### src/rtl/cpcb_pkg.sv
// Shared types and constants for the core performance counter bank.
`timescale 1ns / 1ps
`default_nettype none
package cpcb_pkg;

   localparam int COUNT_WIDTH = 64;
   localparam int NUM_CTRS    = 36;
   localparam int QUEUE_DEPTH = 2;
   localparam int DATA_WIDTH  = 64;
   localparam int AMT_WIDTH   = 32;
   localparam int SEL_WIDTH   = 6;

   localparam logic [3:0] EV_RETIRE   = 4'd0;
   localparam logic [3:0] EV_CYCLE    = 4'd1;
   localparam logic [3:0] EV_IC_ACC   = 4'd2;
   localparam logic [3:0] EV_IC_HIT   = 4'd3;
   localparam logic [3:0] EV_IC_MISS  = 4'd4;
   localparam logic [3:0] EV_DCACHE   = 4'd5;
   localparam logic [3:0] EV_FETCH    = 4'd6;
   localparam logic [3:0] EV_FWAIT    = 4'd7;
   localparam logic [3:0] EV_FIDLE    = 4'd8;
   localparam logic [3:0] EV_SQUASH   = 4'd9;
   localparam logic [3:0] EV_LOAD     = 4'd10;
   localparam logic [3:0] EV_STORE    = 4'd11;
   localparam logic [3:0] EV_LD_LAT   = 4'd12;
   localparam logic [3:0] EV_ST_LAT   = 4'd13;
   localparam logic [3:0] EV_READ     = 4'd14;

   localparam logic [6:0] OPC_MASK_NONE = 7'h00;
   localparam logic [6:0] OPC_LOAD   = 7'h03;
   localparam logic [6:0] OPC_STORE  = 7'h23;
   localparam logic [6:0] OPC_BRANCH = 7'h63;
   localparam logic [6:0] OPC_JAL    = 7'h6f;
   localparam logic [6:0] OPC_JALR   = 7'h67;
   localparam logic [6:0] OPC_SYSTEM = 7'h73;
   localparam logic [6:0] OPC_OP_IMM = 7'h13;
   localparam logic [6:0] OPC_AUIPC  = 7'h17;
   localparam logic [6:0] OPC_OP     = 7'h33;
   localparam logic [6:0] OPC_LUI    = 7'h37;

   localparam logic [31:0] PC_STEP = 32'd4;

   localparam logic [0:0] REG_COUNT_ENABLE = 1'b0;

   localparam int C_RET        = 0;
   localparam int C_LOAD       = 1;
   localparam int C_STORE      = 2;
   localparam int C_BR         = 3;
   localparam int C_BR_TAKEN   = 4;
   localparam int C_JUMP       = 5;
   localparam int C_CSR        = 6;
   localparam int C_SYS        = 7;
   localparam int C_ALU        = 8;
   localparam int C_OTHER      = 9;
   localparam int C_PCYC       = 10;
   localparam int C_RESET      = 11;
   localparam int C_RETCYC     = 12;
   localparam int C_NR_LSU     = 13;
   localparam int C_NR_EMPTY   = 14;
   localparam int C_NR_OTHER   = 15;
   localparam int C_MEMISS     = 16;
   localparam int C_REDIR      = 17;
   localparam int C_CTL_MP     = 18;
   localparam int C_COND_MP    = 19;
   localparam int C_IC_ACC     = 20;
   localparam int C_IC_HIT     = 21;
   localparam int C_IC_MISS    = 22;
   localparam int C_IC_HITCYC  = 23;
   localparam int C_IC_MISSCYC = 24;
   localparam int C_DC_ACC     = 25;
   localparam int C_DC_CACHE   = 26;
   localparam int C_DC_HIT     = 27;
   localparam int C_FETCH      = 28;
   localparam int C_FWAIT      = 29;
   localparam int C_FIDLE      = 30;
   localparam int C_SQUASH     = 31;
   localparam int C_LD         = 32;
   localparam int C_ST         = 33;
   localparam int C_LDLAT      = 34;
   localparam int C_STLAT      = 35;

   typedef struct packed {
      logic [NUM_CTRS-1:0]  one_mask;
      logic [NUM_CTRS-1:0]  amt_mask;
      logic [AMT_WIDTH-1:0] amount;
      logic                 is_read;
      logic [SEL_WIDTH-1:0] sel;
   } entry_type;

endpackage
`default_nettype wire

### src/rtl/cpcb_queue.sv
// Small first-in first-out queue built from registers.
`timescale 1ns / 1ps
`default_nettype none
module cpcb_queue #(
   parameter int WIDTH = cpcb_pkg::DATA_WIDTH,
   parameter int DEPTH = cpcb_pkg::QUEUE_DEPTH
) (
   input  wire logic             clock,
   input  wire logic             reset,
   input  wire logic             wr_en,
   input  wire logic [WIDTH-1:0] wr_data,
   input  wire logic             rd_en,
   output logic      [WIDTH-1:0] rd_data,
   output logic                  full,
   output logic                  empty
);

   localparam int PTR_W = (DEPTH > 1) ? $clog2(DEPTH) : 1;
   localparam int CNT_W = $clog2(DEPTH + 1);

   logic [WIDTH-1:0] data_ff [DEPTH];
   logic [PTR_W-1:0] wr_ptr_ff, wr_ptr_in;
   logic [PTR_W-1:0] rd_ptr_ff, rd_ptr_in;
   logic [CNT_W-1:0] count_ff, count_in;
   logic             do_wr, do_rd;

   assign full    = (count_ff == CNT_W'(DEPTH));
   assign empty   = (count_ff == '0);
   assign do_wr   = wr_en && !full;
   assign do_rd   = rd_en && !empty;
   assign rd_data = data_ff[rd_ptr_ff];

   always_comb begin
      wr_ptr_in = wr_ptr_ff;
      rd_ptr_in = rd_ptr_ff;
      count_in  = count_ff;
      if (do_wr) begin
         wr_ptr_in = (wr_ptr_ff == PTR_W'(DEPTH - 1)) ? '0 : wr_ptr_ff + 1'b1;
      end
      if (do_rd) begin
         rd_ptr_in = (rd_ptr_ff == PTR_W'(DEPTH - 1)) ? '0 : rd_ptr_ff + 1'b1;
      end
      if (do_wr && !do_rd) begin
         count_in = count_ff + 1'b1;
      end else if (do_rd && !do_wr) begin
         count_in = count_ff - 1'b1;
      end
   end

   always_ff @(posedge clock) begin
      if (reset) begin
         wr_ptr_ff <= '0;
         rd_ptr_ff <= '0;
         count_ff  <= '0;
      end else begin
         wr_ptr_ff <= wr_ptr_in;
         rd_ptr_ff <= rd_ptr_in;
         count_ff  <= count_in;
      end
   end

   always_ff @(posedge clock) begin
      if (do_wr) begin
         data_ff[wr_ptr_ff] <= wr_data;
      end
   end

endmodule
`default_nettype wire

### config.mk
export PLATFORM = sky130hd
export DESIGN_NAME = cpcb_queue
export DESIGN_NICKNAME = d
export VERILOG_FILES = /design/src/rtl/cpcb_pkg.sv /design/src/rtl/cpcb_queue.sv
export SDC_FILE = /design/constraint.sdc
export NUM_CORES = 1
export LEC_CHECK = 0
export ABC_AREA = 0
export BUFFER_PORTS_ARGS = -buffer_cell sky130_fd_sc_hd__buf_4
export CELL_PAD_IN_SITES_DETAIL_PLACEMENT = 0
export CELL_PAD_IN_SITES_GLOBAL_PLACEMENT = 1
export CORE_MARGIN = 2
export CORE_UTILIZATION = 45
export DETAILED_ROUTE_END_ITERATION = 8
export GPL_ROUTABILITY_DRIVEN = 0
export MAX_ROUTING_LAYER = met4
export PLACE_DENSITY = 0.86
export SETUP_SLACK_MARGIN = 0.1
export SLEW_MARGIN = 20
export SYNTH_ARGS = -nofsm -noshare
export SYNTH_HDL_FRONTEND = slang
export SYNTH_SLANG_ARGS = --single-unit
export TNS_END_PERCENT = 10
### constraint.sdc
create_clock -name clock -period 7.2 [get_ports clock]
set_input_delay 0.36 -clock clock [delete_from_list [all_inputs] [get_ports clock]]
set_output_delay 0.36 -clock clock [all_outputs]
set_load 0.01 [all_outputs]
==> out/results.ini, run 1 <==
[synthesis]
syn_inst=224
yosys.area.top_type=edfxtp_1
yosys.area.top_type_share=0.795
ys_seq_area_frac=0.816
ys_types=14
synth_fp_nets=293
ys_warn_count=0
synth_area_leaders=edfxtp_1 (80%), mux2_2 (15%), dfxtp_1 (2.1%), buf_4 (0.93%), xor2_1 (0.54%)
ys_seq_elements=133
syn_area_sq_um=4830
syn_area_per_cell_sq_um=21.6

[finish]
final_cells=521
post-route-util=0.629
drive_gt1_frac=0.610
area_growth_pct=35.0
antenna_cells=0
fin_nets=441

[setup_path]
worstPathCellList=buf_4, mux2_2, buf_4
worst_path_largest_cell_delay_ns=0.68
required_ns=6.84
crit_path_start_kind=flop
slowest_stage=dfxtp_2
endpoint_kind=output pin
crit_top_cell=buf_4
critPathMaxFanout=42
arrival_ns=2.33
critical_path_class=flop to output pin

[timing]
rsz0062_at_grt=no
fin_skew_ns=0.0117
fin_tns_setup_ns=0
slew_violations=0
hold_violations=0
slew_headroom=0.594
period_needed_ns=2.69
maxClockFrequency_mhz=371
tightest_slew_ns=0.609
finalSetupViolations=0
fin_crit_sh=0.374

[global_route]
grt_overflow_total=0
grtUsageMet2=0.243
grtUsageTotal=0.150
use_met3=0.0357
grt-busiest-layer=met2
grt_pass1_vias=2587
antenna_found_initial=0
grt_max_degree=45
grt_pass1_wl_microns=12400
grtUsageMet1=0.186

[floorplan]
dieArea_sq_um=11600
initial_core_util=0.466
core_sq_um=10400
io_pins=134
die_y_microns=108
fp-row-count=37
die_w_microns=108

[drt]
wl_per_cell_microns=16.1
ant_nets=0
vias_per_cell=4.90
drtPass1Iterations=4
first_iter_violations=114
vias=2551
routed_wl_microns=8370
remaining_drc_errors=0

[cts]
cts_sinks=133
post_cts_buffers=0
clockBufferDepth=2
clkSlewWorstSetupHoldPaths_ns=0.06
cts_buffers=17
clkLatencyLatePin_ns=0.49
ctsRootBufferMaster=clkbuf_8
tritoncts=done
htreeDepth=4
cts_hold_buf=0
cts.repair.resized=0

[place]
place_hpwl_microns=5440
dp_cells=489
port_buffers=133

[outcome]
outcome=completed

[pwr]
powerDensity_nw_per_um2=362
p_leak_nw=2.44
ir_drop_mv=0.205

[job]
cap_viol_max_count=0

[worst_hold_path]
min_path_type=input port to flop

[logic make-up (layout without fill, tap and decap cells)]
group	Yosys count	after routing	synth area share
mux	64	64	0.149
buf+inv	9	170	0.0119
xor+xnor	3	3	0.00544
compound gates	5	5	0.00518
fa+ha+maj	1	1	0.00259
simple gates	9	9	0.00958
flops	133	133	0.816
[worst paths after layout]
kind / to / startpoint / depth (start not counted) / slack [ns]
setup reg to reg: data_ff[0][25]$_DFFE_PP_ / count_ff[0]$_SDFFE_PP0P_ / 4 / 4.97
hold / removal: data_ff[1][10]$_DFFE_PP_ / wr_data[10] / 1 / 0.05
setup / recovery: rd_data[37] / flop / 3 / 4.51
hold reg to reg: wr_ptr_ff$_SDFFE_PP0P_ / wr_ptr_ff$_SDFFE_PP0P_ / 2 / 0.51
[sequential cells by signal, summed over array words and instances (netlist names), named ones only]
register,flops
data_ff,128
rd_ptr_ff,1
count_ff,2
wr_ptr_ff,1
[metal layers]
metal	vias to the layer above	wire [microns]
li1	1181	-
met1	1270	3590
met2	92	4330
met3	8	379
met4	0	63
met5	-	0
[stage by stage]
stage                     setup WS, ns  total power [mW]  cell area (sq um)  hold slack, ns
after floorplan                   4.63              1.35               4830           0.429
after global routing              4.34              2.46               6520          0.0141
after CTS                         4.43              2.39               6520          0.0279
after global placement            4.97              1.60               5980           0.473
after detailed placement          4.95              1.61               5980           0.489
final                             4.51              2.36               6520          0.0536
[synth_stat cells, drive strengths merged]
master and n:
and2 1, mux2 64, nor2b 1, a21oi 2, nor2 5, ha 1, o21ai 3, buf 7
dfxtp 5, inv 2, xor2 3, or3 2, edfxtp 128
[power by group]
group | switching [mW] | leakage (nW) | internal [mW]
sequential | 0.0427 | 1.24 | 0.974
clock | 0.309 | 0.258 | 0.460
combinational | 0.268 | 0.946 | 0.307
total | 0.619 | 2.44 | 1.74
[cell type report]
cell class,instances,area (sq um)
inverters,2,7.51
repair buffers,136,1020
multi-input cells,82,832
clock inverters,14,128
clock buffers,18,418
well taps,136,170
flip-flops and latches,133,3950
fillers,751,3850
[layout by cell type, fill, tap and decap left out, drive strengths merged]
master and instances:
and2 1, dfxtp 5, nor2b 1, xor2 3
clkinv 6, clkbuf 18, ha 1, bufinv 1
nor2 5, a21oi 2, o21ai 3, mux2 64
clkinvlp 4, edfxtp 128, inv 5, buf 136
or3 2
[worst max-delay path: cells and delay by family, from the launching register on]
| kind | cells | cell delay (ns) |
|---|---|---|
| buf+inv | 2 | 0.71 |
| flops | 1 | 0.68 |
| mux | 1 | 0.41 |
No activity file was read; power rests on OpenSTA's default activity.
==> run 2: changes to the inputs <==
--- a/config.mk
+++ b/config.mk
@@ -5,16 +5,16 @@
 export SDC_FILE = /design/constraint.sdc
 export NUM_CORES = 1
 export LEC_CHECK = 0
-export ABC_AREA = 0
+export ABC_AREA = 1
 export BUFFER_PORTS_ARGS = -buffer_cell sky130_fd_sc_hd__buf_4
 export CELL_PAD_IN_SITES_DETAIL_PLACEMENT = 0
 export CELL_PAD_IN_SITES_GLOBAL_PLACEMENT = 1
 export CORE_MARGIN = 2
-export CORE_UTILIZATION = 45
+export CORE_UTILIZATION = 44
 export DETAILED_ROUTE_END_ITERATION = 8
 export GPL_ROUTABILITY_DRIVEN = 0
 export MAX_ROUTING_LAYER = met4
-export PLACE_DENSITY = 0.86
+export PLACE_DENSITY = 0.84
 export SETUP_SLACK_MARGIN = 0.1
 export SLEW_MARGIN = 20
 export SYNTH_ARGS = -nofsm -noshare
==> constraint.sdc (replaced) <==
create_clock -name clock -period 2.5 [get_ports clock]
set_input_delay 0.125 -clock clock [delete_from_list [all_inputs] [get_ports clock]]
set_output_delay 0.125 -clock clock [all_outputs]
set_load 0.01 [all_outputs]
==> out/results.ini, run 2 <==
[finish]
nFillCells=800
final_common_cell=buf_4
regMostFlops=data_ff
area_growth_pct=46.4
top_regs=data_ff x128, count_ff x2
largest_register_ffs=128
mostFrequentLayoutCells=buf_4 (137), edfxtp_1 (128), dlygate4sd3_1 (65)
final_cells=608
fin_nets=521
drive_gt1_frac=0.508
antenna_cells=0

[floorplan]
die_w_microns=112
dieArea_sq_um=12600
io_pins=134
core_sq_um=11400
initial_core_util=0.453
die_y_microns=112
fp-row-count=39

[cts]
cts.repair.resized=0
cts_sinks=133
clkSlewWorstSetupHoldPaths_ns=0.06
ctsRootBufferMaster=clkbuf_16
clockBufferDepth=2
post_cts_buffers=0
htreeDepth=4
cts_buffers=17
clkLatencyLatePin_ns=0.40
tritoncts=done

[timing]
fin_crit_sh=0.807
slew_violations=0
slew_headroom=0.637
rsz0062_at_grt=no
finalSetupViolations=0
tightest_slew_ns=0.544
maxClockFrequency_mhz=496
fin_skew_ns=0.00685
period_needed_ns=2.02
hold_violations=0

[setup_path]
critical_path_class=flop to output pin
cp-endpoint=rd_data[35]
endpoint_kind=output pin
reg2reg_slack_ns=0.88
arrival_ns=1.89
r2r-start=count_ff[0]$_SDFFE_PP0P_
worst-r2r-cell-count=3
crit_path_start_kind=flop
critPathMaxFanout=28
required_ns=2.38
r2r-end=data_ff[1][16]$_DFFE_PP_

[synthesis]
yosysMostFrequentCell=edfxtp_1
yosys.area_share.simple=0.0128
ys_async_sr_fraction=0
ys_seq_area_frac=0.763
synthMuxAreaShare=0.183
yosys.area.top_type=edfxtp_1
ys_warn_count=0
synth_xor_area_frac=0
synth_top_family_by_area=multiplexers
synth_fp_nets=305
synth_area_leaders=edfxtp_1 (74%), mux2_4 (17%), buf_12 (2.3%), dfxtp_1 (1.9%), mux2_2 (0.87%)
yosys.area.top_type_share=0.744
ys_seq_elements=133
syn_area_per_cell_sq_um=21.9
syn_area_sq_um=5170
synth-edff-count=128
synth-adder-area-share=0.00242
synth_flop_cell=edfxtp_1
syn_inst=236
ys_types=17
synth_compound_area_frac=0.00654
ys_top_cells_by_count=edfxtp_1 (128), mux2_4 (60), inv_1 (9), nor2_1 (9), buf_12 (6)

[drt]
first_iter_violations=151
vias_per_cell=4.61
wl_per_cell_microns=15.2
ant_nets=0
vias=2805
routed_wl_microns=9220
remaining_drc_errors=0
drtPass1Iterations=4

[place]
dp_cells=511
port_buffers=133
place_hpwl_microns=5710

[pwr]
p_leak_nw=3.00
p_total_mw=7.30
p_int_mw=5.53
powerDensity_nw_per_um2=965
seq_power_share=0.408
power_switching_mw=1.77
pwr-share-clk=0.344
switching_share=0.243
combPwrFrac=0.248
ir_drop_mv=0.476

[outcome]
outcome=completed

[global_route]
grtUsageTotal=0.157
grt_pass1_wl_microns=14400
grt_max_degree=56
grt_pass1_vias=2952
antenna_found_initial=0
grt_overflow_total=0

[job]
cap_viol_max_count=0

[worst_hold_path]
min_path_type=input port to flop

[run 2: cell types whose count changed in the layout (fill, tap and decap cells not counted), sizes merged, moves of 2 or more]
cell | before | now
xor2 | 3 | 0
bufinv | 1 | 4
dlygate4sd3 | 0 | 65
nor2 | 5 | 9
buf | 136 | 139
inv | 5 | 9
o21ai | 3 | 5
nand2 | 0 | 4
or3 | 2 | 0
[run 2: cells by family (layout without fill, tap and decap cells)]
| family | Yosys count | count (layout) |
|---|---|---|
| AO/OA/AOI/OAI | 6 | 6 |
| adder cells (fa/ha/maj) | 1 | 1 |
| flip-flops | 133 | 133 |
| multiplexers | 64 | 64 |
| AND/OR/NAND/NOR | 16 | 16 |
| buffers and inverters | 16 | 245 |
[run 2: power groups by stage]
stage          Combinational (mW)  Sequential, mW  Clock (mW)
3_3_place_gp                 1.74            3.01           0
6_report                     1.81            2.98        2.51
5_1_grt                      1.94            3.01        2.67
4_1_cts                      1.84            2.99        2.56
2_1_floorplan                1.17            2.94           0
3_5_place_dp                 1.75            3.03           0
[run 2: critical path, cell delays in order, from the launching register on]
cell and delay, ns:
dfxtp_4 0.68, buf_4 0.32, mux2_4 0.33, buf_4 0.15
[run 2: final cells by class]
class                           count  area, sq um  share of cell area
Multi-Input combinational cell     87         1070               0.142
Tap cell                          143          179              0.0236
Clock inverter                     15          188              0.0248
Sequential cell                   133         3950               0.522
Clock buffer                       17          425              0.0562
Timing Repair Buffer              204         1720               0.227
Inverter                            9         33.8             0.00447
[run 2: worst min path at each step]
stage | startpoint | to | slack (ns) | cells past startpoint
finish | wr_en | wr_ptr_ff$_SDFFE_PP0P_ | 0.16 | 4
CTS | wr_en | wr_ptr_ff$_SDFFE_PP0P_ | 0.14 | 4
detailed placement | wr_data[45] | data_ff[0][45]$_DFFE_PP_ | 0.31 | 1
global route | rd_en | flop | 0.21 | 4
global placement | wr_data[60] | data_ff[0][60]$_DFFE_PP_ | 0.31 | 1
floorplan | wr_data[0] | data_ff[0][0]$_DFFE_PP_ | 0.22 | 0
[run 2: routing by layer]
metal,track usage,part of all wire,up-vias
li1,-,-,1348
met1,0.176,0.40,1358
met2,0.265,0.54,93
met3,0.0459,0.057,6
met4,0.0634,0.0077,0
met5,-,0,-
[run 2: what timing repair did]
action	in CTS	in global routing
hold endpoints to repair	131	0
endpoints found under the setup margin	0	0
hold buffers	65	0
[run 2: through the flow]
| step | hold WS, ns | area [sq um] | util | setup TNS (ns) | setup WS (ns) |
|---|---|---|---|---|---|
| 6_report | 0.160 | 7570 | 0.663 | 0 | 0.483 |
| 5_1_grt | 0.210 | 7570 | 0.663 | 0 | 0.390 |
| 4_1_cts | 0.139 | 7570 | 0.663 | 0 | 0.453 |
| 3_5_place_dp | 0.313 | 6300 | 0.552 | 0 | 0.878 |
| 3_3_place_gp | 0.310 | 6300 | 0.552 | 0 | 0.892 |
| 2_1_floorplan | 0.224 | 5170 | - | -12.08 | -0.0945 |
