$ cat src/rtl/cpcb_pkg.sv
// Shared types and constants for the core performance counter bank.
`timescale 1ns / 1ps
`default_nettype none
package cpcb_pkg;

   localparam int COUNT_WIDTH = 64;
   localparam int NUM_CTRS    = 36;
   localparam int QUEUE_DEPTH = 2;
   localparam int DATA_WIDTH  = 64;
   localparam int AMT_WIDTH   = 32;
   localparam int SEL_WIDTH   = 6;

   localparam logic [3:0] EV_RETIRE   = 4'd0;
   localparam logic [3:0] EV_CYCLE    = 4'd1;
   localparam logic [3:0] EV_IC_ACC   = 4'd2;
   localparam logic [3:0] EV_IC_HIT   = 4'd3;
   localparam logic [3:0] EV_IC_MISS  = 4'd4;
   localparam logic [3:0] EV_DCACHE   = 4'd5;
   localparam logic [3:0] EV_FETCH    = 4'd6;
   localparam logic [3:0] EV_FWAIT    = 4'd7;
   localparam logic [3:0] EV_FIDLE    = 4'd8;
   localparam logic [3:0] EV_SQUASH   = 4'd9;
   localparam logic [3:0] EV_LOAD     = 4'd10;
   localparam logic [3:0] EV_STORE    = 4'd11;
   localparam logic [3:0] EV_LD_LAT   = 4'd12;
   localparam logic [3:0] EV_ST_LAT   = 4'd13;
   localparam logic [3:0] EV_READ     = 4'd14;

   localparam logic [6:0] OPC_MASK_NONE = 7'h00;
   localparam logic [6:0] OPC_LOAD   = 7'h03;
   localparam logic [6:0] OPC_STORE  = 7'h23;
   localparam logic [6:0] OPC_BRANCH = 7'h63;
   localparam logic [6:0] OPC_JAL    = 7'h6f;
   localparam logic [6:0] OPC_JALR   = 7'h67;
   localparam logic [6:0] OPC_SYSTEM = 7'h73;
   localparam logic [6:0] OPC_OP_IMM = 7'h13;
   localparam logic [6:0] OPC_AUIPC  = 7'h17;
   localparam logic [6:0] OPC_OP     = 7'h33;
   localparam logic [6:0] OPC_LUI    = 7'h37;

   localparam logic [31:0] PC_STEP = 32'd4;

   localparam logic [0:0] REG_COUNT_ENABLE = 1'b0;

   localparam int C_RET        = 0;
   localparam int C_LOAD       = 1;
   localparam int C_STORE      = 2;
   localparam int C_BR         = 3;
   localparam int C_BR_TAKEN   = 4;
   localparam int C_JUMP       = 5;
   localparam int C_CSR        = 6;
   localparam int C_SYS        = 7;
   localparam int C_ALU        = 8;
   localparam int C_OTHER      = 9;
   localparam int C_PCYC       = 10;
   localparam int C_RESET      = 11;
   localparam int C_RETCYC     = 12;
   localparam int C_NR_LSU     = 13;
   localparam int C_NR_EMPTY   = 14;
   localparam int C_NR_OTHER   = 15;
   localparam int C_MEMISS     = 16;
   localparam int C_REDIR      = 17;
   localparam int C_CTL_MP     = 18;
   localparam int C_COND_MP    = 19;
   localparam int C_IC_ACC     = 20;
   localparam int C_IC_HIT     = 21;
   localparam int C_IC_MISS    = 22;
   localparam int C_IC_HITCYC  = 23;
   localparam int C_IC_MISSCYC = 24;
   localparam int C_DC_ACC     = 25;
   localparam int C_DC_CACHE   = 26;
   localparam int C_DC_HIT     = 27;
   localparam int C_FETCH      = 28;
   localparam int C_FWAIT      = 29;
   localparam int C_FIDLE      = 30;
   localparam int C_SQUASH     = 31;
   localparam int C_LD         = 32;
   localparam int C_ST         = 33;
   localparam int C_LDLAT      = 34;
   localparam int C_STLAT      = 35;

   typedef struct packed {
      logic [NUM_CTRS-1:0]  one_mask;
      logic [NUM_CTRS-1:0]  amt_mask;
      logic [AMT_WIDTH-1:0] amount;
      logic                 is_read;
      logic [SEL_WIDTH-1:0] sel;
   } entry_type;

endpackage
`default_nettype wire

$ cat src/rtl/cpcb_front.sv
// Front end: enable register, event decode and counter update masks.
`timescale 1ns / 1ps
`default_nettype none
module cpcb_front (
   input  wire logic                  clock,
   input  wire logic                  reset,
   input  wire logic                  psel,
   input  wire logic                  penable,
   input  wire logic                  pwrite,
   input  wire logic [2:0]            paddr,
   input  wire logic [31:0]           pwdata,
   output logic      [31:0]           prdata,
   output logic                       pready,
   input  wire logic [3:0]            req_type,
   input  wire logic [31:0]           req_retire_pc,
   input  wire logic [31:0]           req_retire_next_pc,
   input  wire logic [31:0]           req_retire_word,
   input  wire logic [10:0]           req_cycle_flags,
   input  wire logic [31:0]           req_amount,
   input  wire logic                  req_dcache_hit,
   input  wire logic                  req_dcache_cacheable,
   input  wire logic [5:0]            req_counter_select,
   output cpcb_pkg::entry_type        entry
);

   logic count_enable_ff, count_enable_in;
   logic reg_hit;
   logic [cpcb_pkg::NUM_CTRS-1:0] one_mask, amt_mask;
   logic [6:0] opcode;
   logic [2:0] funct3;

   assign pready  = 1'b1;
   assign reg_hit = (paddr[2] == cpcb_pkg::REG_COUNT_ENABLE);
   assign prdata  = reg_hit ? {31'd0, count_enable_ff} : 32'd0;

   always_comb begin
      count_enable_in = count_enable_ff;
      if (psel && penable && pwrite && pready && reg_hit) begin
         count_enable_in = pwdata[0];
      end
   end

   always_ff @(posedge clock) begin
      if (reset) begin
         count_enable_ff <= 1'b0;
      end else begin
         count_enable_ff <= count_enable_in;
      end
   end

   assign opcode = req_retire_word[6:0];
   assign funct3 = req_retire_word[14:12];

   always_comb begin
      one_mask = '0;
      amt_mask = '0;
      unique case (req_type)
         cpcb_pkg::EV_RETIRE: begin
            one_mask[cpcb_pkg::C_RET] = 1'b1;
            unique case (opcode)
               cpcb_pkg::OPC_LOAD:  one_mask[cpcb_pkg::C_LOAD] = 1'b1;
               cpcb_pkg::OPC_STORE: one_mask[cpcb_pkg::C_STORE] = 1'b1;
               cpcb_pkg::OPC_BRANCH: begin
                  one_mask[cpcb_pkg::C_BR] = 1'b1;
                  one_mask[cpcb_pkg::C_BR_TAKEN] =
                     (req_retire_next_pc != req_retire_pc + cpcb_pkg::PC_STEP);
               end
               cpcb_pkg::OPC_JAL, cpcb_pkg::OPC_JALR: begin
                  one_mask[cpcb_pkg::C_JUMP] = 1'b1;
               end
               cpcb_pkg::OPC_SYSTEM: begin
                  if (funct3 != 3'd0) begin
                     one_mask[cpcb_pkg::C_CSR] = 1'b1;
                  end else begin
                     one_mask[cpcb_pkg::C_SYS] = 1'b1;
                  end
               end
               cpcb_pkg::OPC_OP_IMM, cpcb_pkg::OPC_AUIPC,
               cpcb_pkg::OPC_OP, cpcb_pkg::OPC_LUI: begin
                  one_mask[cpcb_pkg::C_ALU] = 1'b1;
               end
               default: one_mask[cpcb_pkg::C_OTHER] = 1'b1;
            endcase
         end
         cpcb_pkg::EV_CYCLE: begin
            one_mask[cpcb_pkg::C_PCYC]    = 1'b1;
            one_mask[cpcb_pkg::C_MEMISS]  = req_cycle_flags[6];
            one_mask[cpcb_pkg::C_REDIR]   = req_cycle_flags[7];
            one_mask[cpcb_pkg::C_CTL_MP]  = req_cycle_flags[9];
            one_mask[cpcb_pkg::C_COND_MP] = req_cycle_flags[10];
            priority if (req_cycle_flags[8]) begin
               one_mask[cpcb_pkg::C_RESET] = 1'b1;
            end else if (req_cycle_flags[5]) begin
               one_mask[cpcb_pkg::C_RETCYC] = 1'b1;
            end else if (req_cycle_flags[0]) begin
               one_mask[cpcb_pkg::C_NR_LSU] = 1'b1;
            end else if (req_cycle_flags[4:1] == 4'd0) begin
               one_mask[cpcb_pkg::C_NR_EMPTY] = 1'b1;
            end else begin
               one_mask[cpcb_pkg::C_NR_OTHER] = 1'b1;
            end
         end
         cpcb_pkg::EV_IC_ACC: one_mask[cpcb_pkg::C_IC_ACC] = 1'b1;
         cpcb_pkg::EV_IC_HIT: begin
            one_mask[cpcb_pkg::C_IC_HIT]    = 1'b1;
            amt_mask[cpcb_pkg::C_IC_HITCYC] = 1'b1;
         end
         cpcb_pkg::EV_IC_MISS: begin
            one_mask[cpcb_pkg::C_IC_MISS]    = 1'b1;
            amt_mask[cpcb_pkg::C_IC_MISSCYC] = 1'b1;
         end
         cpcb_pkg::EV_DCACHE: begin
            one_mask[cpcb_pkg::C_DC_ACC]   = 1'b1;
            one_mask[cpcb_pkg::C_DC_CACHE] = req_dcache_cacheable;
            one_mask[cpcb_pkg::C_DC_HIT]   = req_dcache_hit;
         end
         cpcb_pkg::EV_FETCH:  one_mask[cpcb_pkg::C_FETCH] = 1'b1;
         cpcb_pkg::EV_FWAIT:  one_mask[cpcb_pkg::C_FWAIT] = 1'b1;
         cpcb_pkg::EV_FIDLE:  one_mask[cpcb_pkg::C_FIDLE] = 1'b1;
         cpcb_pkg::EV_SQUASH: amt_mask[cpcb_pkg::C_SQUASH] = 1'b1;
         cpcb_pkg::EV_LOAD:   one_mask[cpcb_pkg::C_LD] = 1'b1;
         cpcb_pkg::EV_STORE:  one_mask[cpcb_pkg::C_ST] = 1'b1;
         cpcb_pkg::EV_LD_LAT: amt_mask[cpcb_pkg::C_LDLAT] = 1'b1;
         cpcb_pkg::EV_ST_LAT: amt_mask[cpcb_pkg::C_STLAT] = 1'b1;
         default: begin
         end
      endcase
      if (req_type != cpcb_pkg::EV_RETIRE && !count_enable_ff) begin
         one_mask = '0;
         amt_mask = '0;
      end
   end

   always_comb begin
      entry.one_mask = one_mask;
      entry.amt_mask = amt_mask;
      entry.amount   = req_amount;
      entry.is_read  = (req_type == cpcb_pkg::EV_READ);
      entry.sel      = req_counter_select;
   end

endmodule
`default_nettype wire

$ cat config.mk
export PLATFORM = sky130hd
export DESIGN_NAME = cpcb_front
export DESIGN_NICKNAME = d
export VERILOG_FILES = /design/src/rtl/cpcb_pkg.sv /design/src/rtl/cpcb_front.sv
export SDC_FILE = /design/constraint.sdc
export NUM_CORES = 1
export LEC_CHECK = 0
export BUFFER_PORTS_ARGS = -buffer_cell sky130_fd_sc_hd__buf_2
export CORE_AREA = 4 4 129 131
export CTS_CLUSTER_DIAMETER = 30
export CTS_CLUSTER_SIZE = 12
export DETAILED_ROUTE_END_ITERATION = 10
export DIE_AREA = 0 0 133 135
export GPL_ROUTABILITY_DRIVEN = 0
export PLACE_DENSITY = 0.57
export SLEW_MARGIN = 15
export SYNTH_ARGS = -nofsm -noshare
export SYNTH_HDL_FRONTEND = slang
export SYNTH_SLANG_ARGS = --single-unit
$ cat constraint.sdc
create_clock -name clock -period 3.6 [get_ports clock]
set_input_delay 0.72 -clock clock [delete_from_list [all_inputs] [get_ports clock]]
set_output_delay 0.72 -clock clock [all_outputs]
set_load 0.1 [all_outputs]
==> metrics.txt, run 1 <==
status=finished, final reports clean; reg2reg end=count_enable_ff$_SDFFE_PP0P_; ys flop type=dfxtp_1; worst r2r path cells=2; Slowest cell on crit path=o31a_4; hold_sp=count_enable_ff$_SDFFE_PP0P_; Syn Area/Cell=6.958 sq um; critical-path cell list=buf_6, ha_4, xor2_4, nor3_2, o21ba_1, a311o_1, nor4_2, nand4_1, o31a_4, buf_12; maximum capacitance violations=0; global-route wire length before repair=~12 mm; Mapped Area=between 2000 and 2500 sq um; Power, Total=approximately 0.00057 W; combinational share of power=97.9%; # DRC=0; Power Density=174.3 nW/um^2; worst-path maximum fanout=4; clk_skew=0 ns; vias per cell=3.755; Die X-Extent=between 100 and 150 microns; launch point of the worst reg-to-reg path=count_enable_ff$_SDFFE_PP0P_; reg2reg setup slack=2.94 ns; Final setup viols=0; DRT iter0 DRCs=62; final period utilization=97.48%; Hold Path End=count_enable_ff$_SDFFE_PP0P_; share of flip-flops with an asynchronous set or reset=0%; switch share=between 70% and 80%; Fmax achieved=between 0.2 and 0.3 GHz; Antenna diodes=0; Initial Util=between 10% and 20%; leak pwr=between 1.5 and 2 nW; final WL=roughly 8.5 mm; initial antenna violation count=2; synth unique cells=53; total grt overflow=0; sequential fraction of the synthesis area=less than 1%; crit-path max cell delay=0.32 ns; sequential power share=2.1%; CP startpoint=req_retire_pc[3]; Hold Fails Final Rpt=0; internal power=0.0001281 W; Core Rows=46; CTS clk-pin slew, worst paths=0 ns; flip-flop count of the largest register after layout=1; Vias=2531; detailed-router iteration count before antenna repair=4; worst slew pin tran=just over 0.5 ns; number of synthesized register bits=1; Final Max Tran Viols=0; die area=roughly 18000 sq um; NetSw=0.0004410 W; critical path launch point type=input pin; clock latency on the worst-skew pair=0 ns; DP Wirelength=about 7.5 mm; Post-synth EDFFs=0; core box area=15600 sq um; biggest regs=count_enable_ff (1); fin nets=652; cell depth of the worst hold path=2; Clock Power Share=0%; overall routing resource usage=under 10%; area growth from synthesis to layout=40.04%; Critical Path Sink Type=output port; vias in the first global route=2398; WS Path Type=in2out; DRT antenna net count=0; Worst Hold Class=reg2reg; Post-Place Setup Slack=-0.2130 ns; RSZ-0062 raised after global routing=no; VDD IR max=between 0.1 and 0.15 mV; final worst path period need=3.509 ns; PnR worst setup slack=0.09090 ns; largest net degree at the start of global routing=11; share of layout cells above drive strength 1=44.54%; WL/cell=12.54 microns; CP arrival=2.79 ns; yosys warns=0; Max-Slew Margin vs Limit=65.69%; post-CTS setup buffers=0; Cells after Synth=335; I/O pin cnt=roughly 340; Most flops, register=count_enable_ff; Req. time, crit path=around 2.9 ns; die height=135 microns; count of input and output buffers=135
## synth_stat cells (3+ instances only)
| cell type | count | area share [%] |
|---|---|---|
| xor2_1 | 17 | 6.4 |
| buf_4 | 109 | 35 |
| nor2_1 | 26 | 4.2 |
| nand2b_1 | 4 | 1.1 |
| xnor2_1 | 25 | 9.4 |
| inv_1 | 6 | 0.97 |
| mux2i_1 | 10 | 4.3 |
| nand3_1 | 13 | 2.8 |
| a21oi_1 | 7 | 1.5 |
| nand4_1 | 9 | 2.4 |
| and2_1 | 8 | 2.1 |
| nor3_1 | 16 | 3.4 |
| nand2_1 | 20 | 3.2 |
| and3_1 | 6 | 1.6 |
| nor4_1 | 8 | 2.1 |
| a31oi_1 | 3 | 0.81 |
| and4_1 | 3 | 1.1 |
## layout by cell type, fill, tap and decap left out, types with 2 or more instances in the layout
cell type	instances
buf_4	33
buf_2	127
nor3_4	5
and2_1	8
conb_1	68
nor4_1	3
inv_1	5
xnor2_1	25
nand4_1	9
nor4_4	3
a22oi_1	2
buf_12	6
nor2b_1	2
nand2b_1	4
xor2_1	16
a21oi_1	7
nand3b_1	2
and4_1	3
buf_6	2
o21ai_0	2
nand3_1	13
nor3_1	7
a31oi_1	3
nand2_1	19
nand4b_1	2
nor4_2	3
nor3_2	6
nor2_1	24
and3_1	5
mux2i_1	10
## final cells by class
cell class | instances | area, sq um
inverter | 6 | 26.28
fill | 1793 | 12330
sequential | 1 | 20.02
multi-input combinational | 283 | 1922
tap | 216 | 270.3
timing repair buffer | 168 | 1026
## worst max-delay path by stage
stage,endpoint,slack (ns)
3_3_place_gp,entry[79],-0.20
3_5_place_dp,entry[79],-0.21
6_report,entry[79],0.09
2_1_floorplan,entry[82],-0.49
4_1_cts,entry[79],0.008
5_1_grt,entry[79],0.009
## cell families after synthesis
| kind of cell | after synthesis | share of synthesized area (%) |
|---|---|---|
| buffers and inverters | 117 | 36.50 |
| AO/OA/AOI/OAI | 30 | 9.931 |
| multiplexers | 11 | 4.777 |
| other | 2 | 0.3222 |
| adder cells (fa/ha/maj) | 1 | 0.5367 |
| XOR/XNOR | 42 | 15.78 |
| flip-flops | 1 | 0.8589 |
| AND/OR/NAND/NOR | 131 | 31.29 |
## through the flow
stage	hold slack [ns]	cells	TNS (ns)	cell area [sq um]	utilization, %
3_3_place_gp	0.5990	674	-0.2033	3171	20.33
4_1_cts	0.6080	674	0	3224	20.67
5_1_grt	0.6575	674	0	3264	20.93
6_report	0.5938	674	0	3264	20.93
2_1_floorplan	0.5371	401	-1.253	2730	-
3_5_place_dp	0.6085	674	-0.2130	3171	20.33
## layer usage
layer	share of wire (%)	GRT usage, %	routed length [microns]
met1	38	9.613	3208
met3	10	2.049	862
met2	50	15.91	4253
met5	0	0	0
met4	1.5	0.9238	128
## power by group through the flow
stage | Clock, W | Sequential (W) | Combinational, W
after global placement | 0 | 0.0000119 | 0.000545
final | 0 | 0.0000119 | 0.000557
after floorplan | 0 | 0.0000118 | 0.000679
after detailed placement | 0 | 0.0000119 | 0.000546
after global routing | 0 | 0.0000120 | 0.000586
after CTS | 0 | 0.0000119 | 0.000552
## worst max-delay path, delay by kind of cell
family                     cells  cell delay (ns)
buffers and inverters          2             0.26
AOI/OAI and AO/OA              3             0.79
xor gates and xnor gates       1             0.15
adders and majority gates      1             0.18
and+or+nand+nor                3             0.67
## repair_timing
action / 4_1_cts / 5_1_grt
hold buffers: 0 / 0
pin swaps: 10 / 9
resized for setup: 12 / 6
endpoints found under the setup margin: 1 / 1
No activity file was read; power rests on OpenSTA's default activity.
==> run 2, diff against run 1 <==
Settings changed: CORE_AREA 4 4 129 131 to 4 4 128 130, CTS_BUF_LIST set to sky130_fd_sc_hd__clkbuf_16, DIE_AREA 0 0 133 135 to 0 0 132 134, PLACE_DENSITY 0.57 to 0.59.
Clock period 3.6 ns to 3.1 ns, I/O delays scaled along.
==> metrics.txt, run 2 (synthesis gave the netlist of run 1 again) <==
status=finished, violations left; failing checks=negative setup slack; fill cell total of the finished layout=1670 (-6.9%); area growth from synthesis to layout=55.13%; crit-path max cell delay=0.35 ns (+0.03 ns); worst-path maximum fanout=4 (unchanged); Vias=2600 (+2.7%); biggest regs=count_enable_ff (1); DRT antenna net count=0 (unchanged); Fin Hold WS=0.6138 ns (+0.02008 ns); most common cell after layout, fill and taps aside=buf_2; Most flops, register=count_enable_ff; highest-count cells in the layout ignoring fill and taps=115 x buf_2, 68 x conb_1, 56 x buf_4; Worst Hold Class=reg2reg; leak pwr=1.720 nW (+8.4%); setup TNS=-0.1685 ns (-0.1685 ns); # DRC=0 (unchanged); Post-Place Setup Slack=-0.4273 ns (-0.2143 ns); worst slew pin tran=0.6499 ns (+0.1316 ns); Final Max Tran Viols=0 (unchanged); vias per cell=3.869 (+3.0%); critical-path cell list=buf_2, ha_4, nand3_1, nor2_2, xnor2_1, a311o_1, nor4_2, nand4_1, o31a_4, buf_12; total grt overflow=0 (unchanged); Slowest cell on crit path=a311o_1; core box area=15150 sq um (-2.9%); VDD IR max=0.1418 mV (+13%); overall routing resource usage=9.082% (+0.76 points); global-route wire length before repair=12.99 mm (+5.2%); Power Density=187.9 nW/um^2 (+7.8%); Die X-Extent=132 microns (-0.75%); Hold Fails Final Rpt=0 (unchanged); maximum capacitance violations=0 (unchanged); Max-Slew Margin vs Limit=56.28% (-9.4 points); Final setup viols=1 (+1); detailed-router iteration count before antenna repair=4 (unchanged); Multi-input gate area=1931 sq um (+0.46%); fin nets=677 (+3.8%); DP Wirelength=7.996 mm (+6.6%); Initial Util=15.39% (+0.45 points); Core Rows=45 (-2.2%); WS Path Type=in2out; Post-Route Utilization=23.87% (+2.9 points); vias in the first global route=2526 (+5.3%); flip-flop count of the largest register after layout=1 (unchanged); initial antenna violation count=3 (+1); Req. time, crit path=2.48 ns (-0.40 ns); DRT iter0 DRCs=111 (+79%); final WL=8.969 mm (+6.1%); final period utilization=105.4%; WL/cell=13.35 microns (+6.4%); Critical Path Sink Type=output port; PnR worst setup slack=-0.1685 ns (-0.2594 ns); die area=17690 sq um (-1.5%); clk_skew=0 ns (unchanged); Hold Buf Count CTS=0 (unchanged); clock latency on the worst-skew pair=0 ns (unchanged); CP arrival=2.65 ns (-0.14 ns); Fmax achieved=0.3059 GHz; CTS clk-pin slew, worst paths=0 ns (unchanged); largest net degree at the start of global routing=11 (unchanged); final worst path period need=3.269 ns; count of input and output buffers=135 (unchanged); I/O pin cnt=335 (unchanged); share of layout cells above drive strength 1=49.48% (+4.9 points); die height=134 microns (-0.74%); RSZ-0062 raised after global routing=yes; critical path launch point type=input pin; Reg area=20.02 sq um (unchanged)
run 2: cell types whose count changed in the layout (fill, tap and decap cells not counted), moves of 2 or more:
cell,before,now
buf_12,6,18
buf_6,2,4
buf_4,33,56
and3_4,1,3
and2_2,0,5
and2_1,8,3
nor2_1,24,22
buf_2,127,115
and3_1,5,3
run 2: repair_timing:
item | 4_1_cts | 5_1_grt
setup buffers | 1 | 2
hold endpoints to repair | 0 | 0
pin swaps | 4 | 2
resized for setup | 12 | 6
setup endpoints to repair | 3 | 3
run 2: where the power goes:
group                total (W)  leakage, nW     internal [W]  switching [W]
Combinational         0.000666         1.71         0.000154       0.000512
Clock          0.0000000000432   0.00000634  0.0000000000432              0
Sequential           0.0000139      0.00809        0.0000134    0.000000523
run 2: per-layer routing:
layer,part of all wire (%),global-route usage (%)
met3,13,4.239
met2,50,16.62
met1,36,9.919
met4,1.2,0.9335
met5,0.25,0
run 2: critical path, delay by kind of cell:
kind,cells,cell delay (ns)
buf+inv,2,0.29
compound gates,2,0.66
simple gates,4,0.80
fa+ha+maj,1,0.17
xor+xnor,1,0.11
run 2: metrics by stage:
step	power, W	instance area, sq um	instances
global route	0.0007138	3616	672
CTS	0.0006727	3562	669
detailed placement	0.0006657	3502	668
global placement	0.0006641	3502	668
floorplan	0.0008014	2751	401
finish	0.0006796	3616	672
run 2: path summary, 6_finish.rpt:
path                                                    from                      endpoint  slack (ns)  depth (start not counted)
worst max-delay path                        req_retire_pc[2]                     entry[79]       -0.17                         10
worst min-delay path            count_enable_ff$_SDFFE_PP0P_  count_enable_ff$_SDFFE_PP0P_        0.61                          2
worst max register to register  count_enable_ff$_SDFFE_PP0P_  count_enable_ff$_SDFFE_PP0P_        2.41                          2
worst min register to register  count_enable_ff$_SDFFE_PP0P_  count_enable_ff$_SDFFE_PP0P_        0.61                          2
run 2: layout make-up:
class	instances	area share (%)
diodes	1	0.06920
multi-input cells	283	53.39
flip-flops and latches	1	0.5536
well taps	188	6.505
inverters	6	0.7266
repair buffers	193	38.75
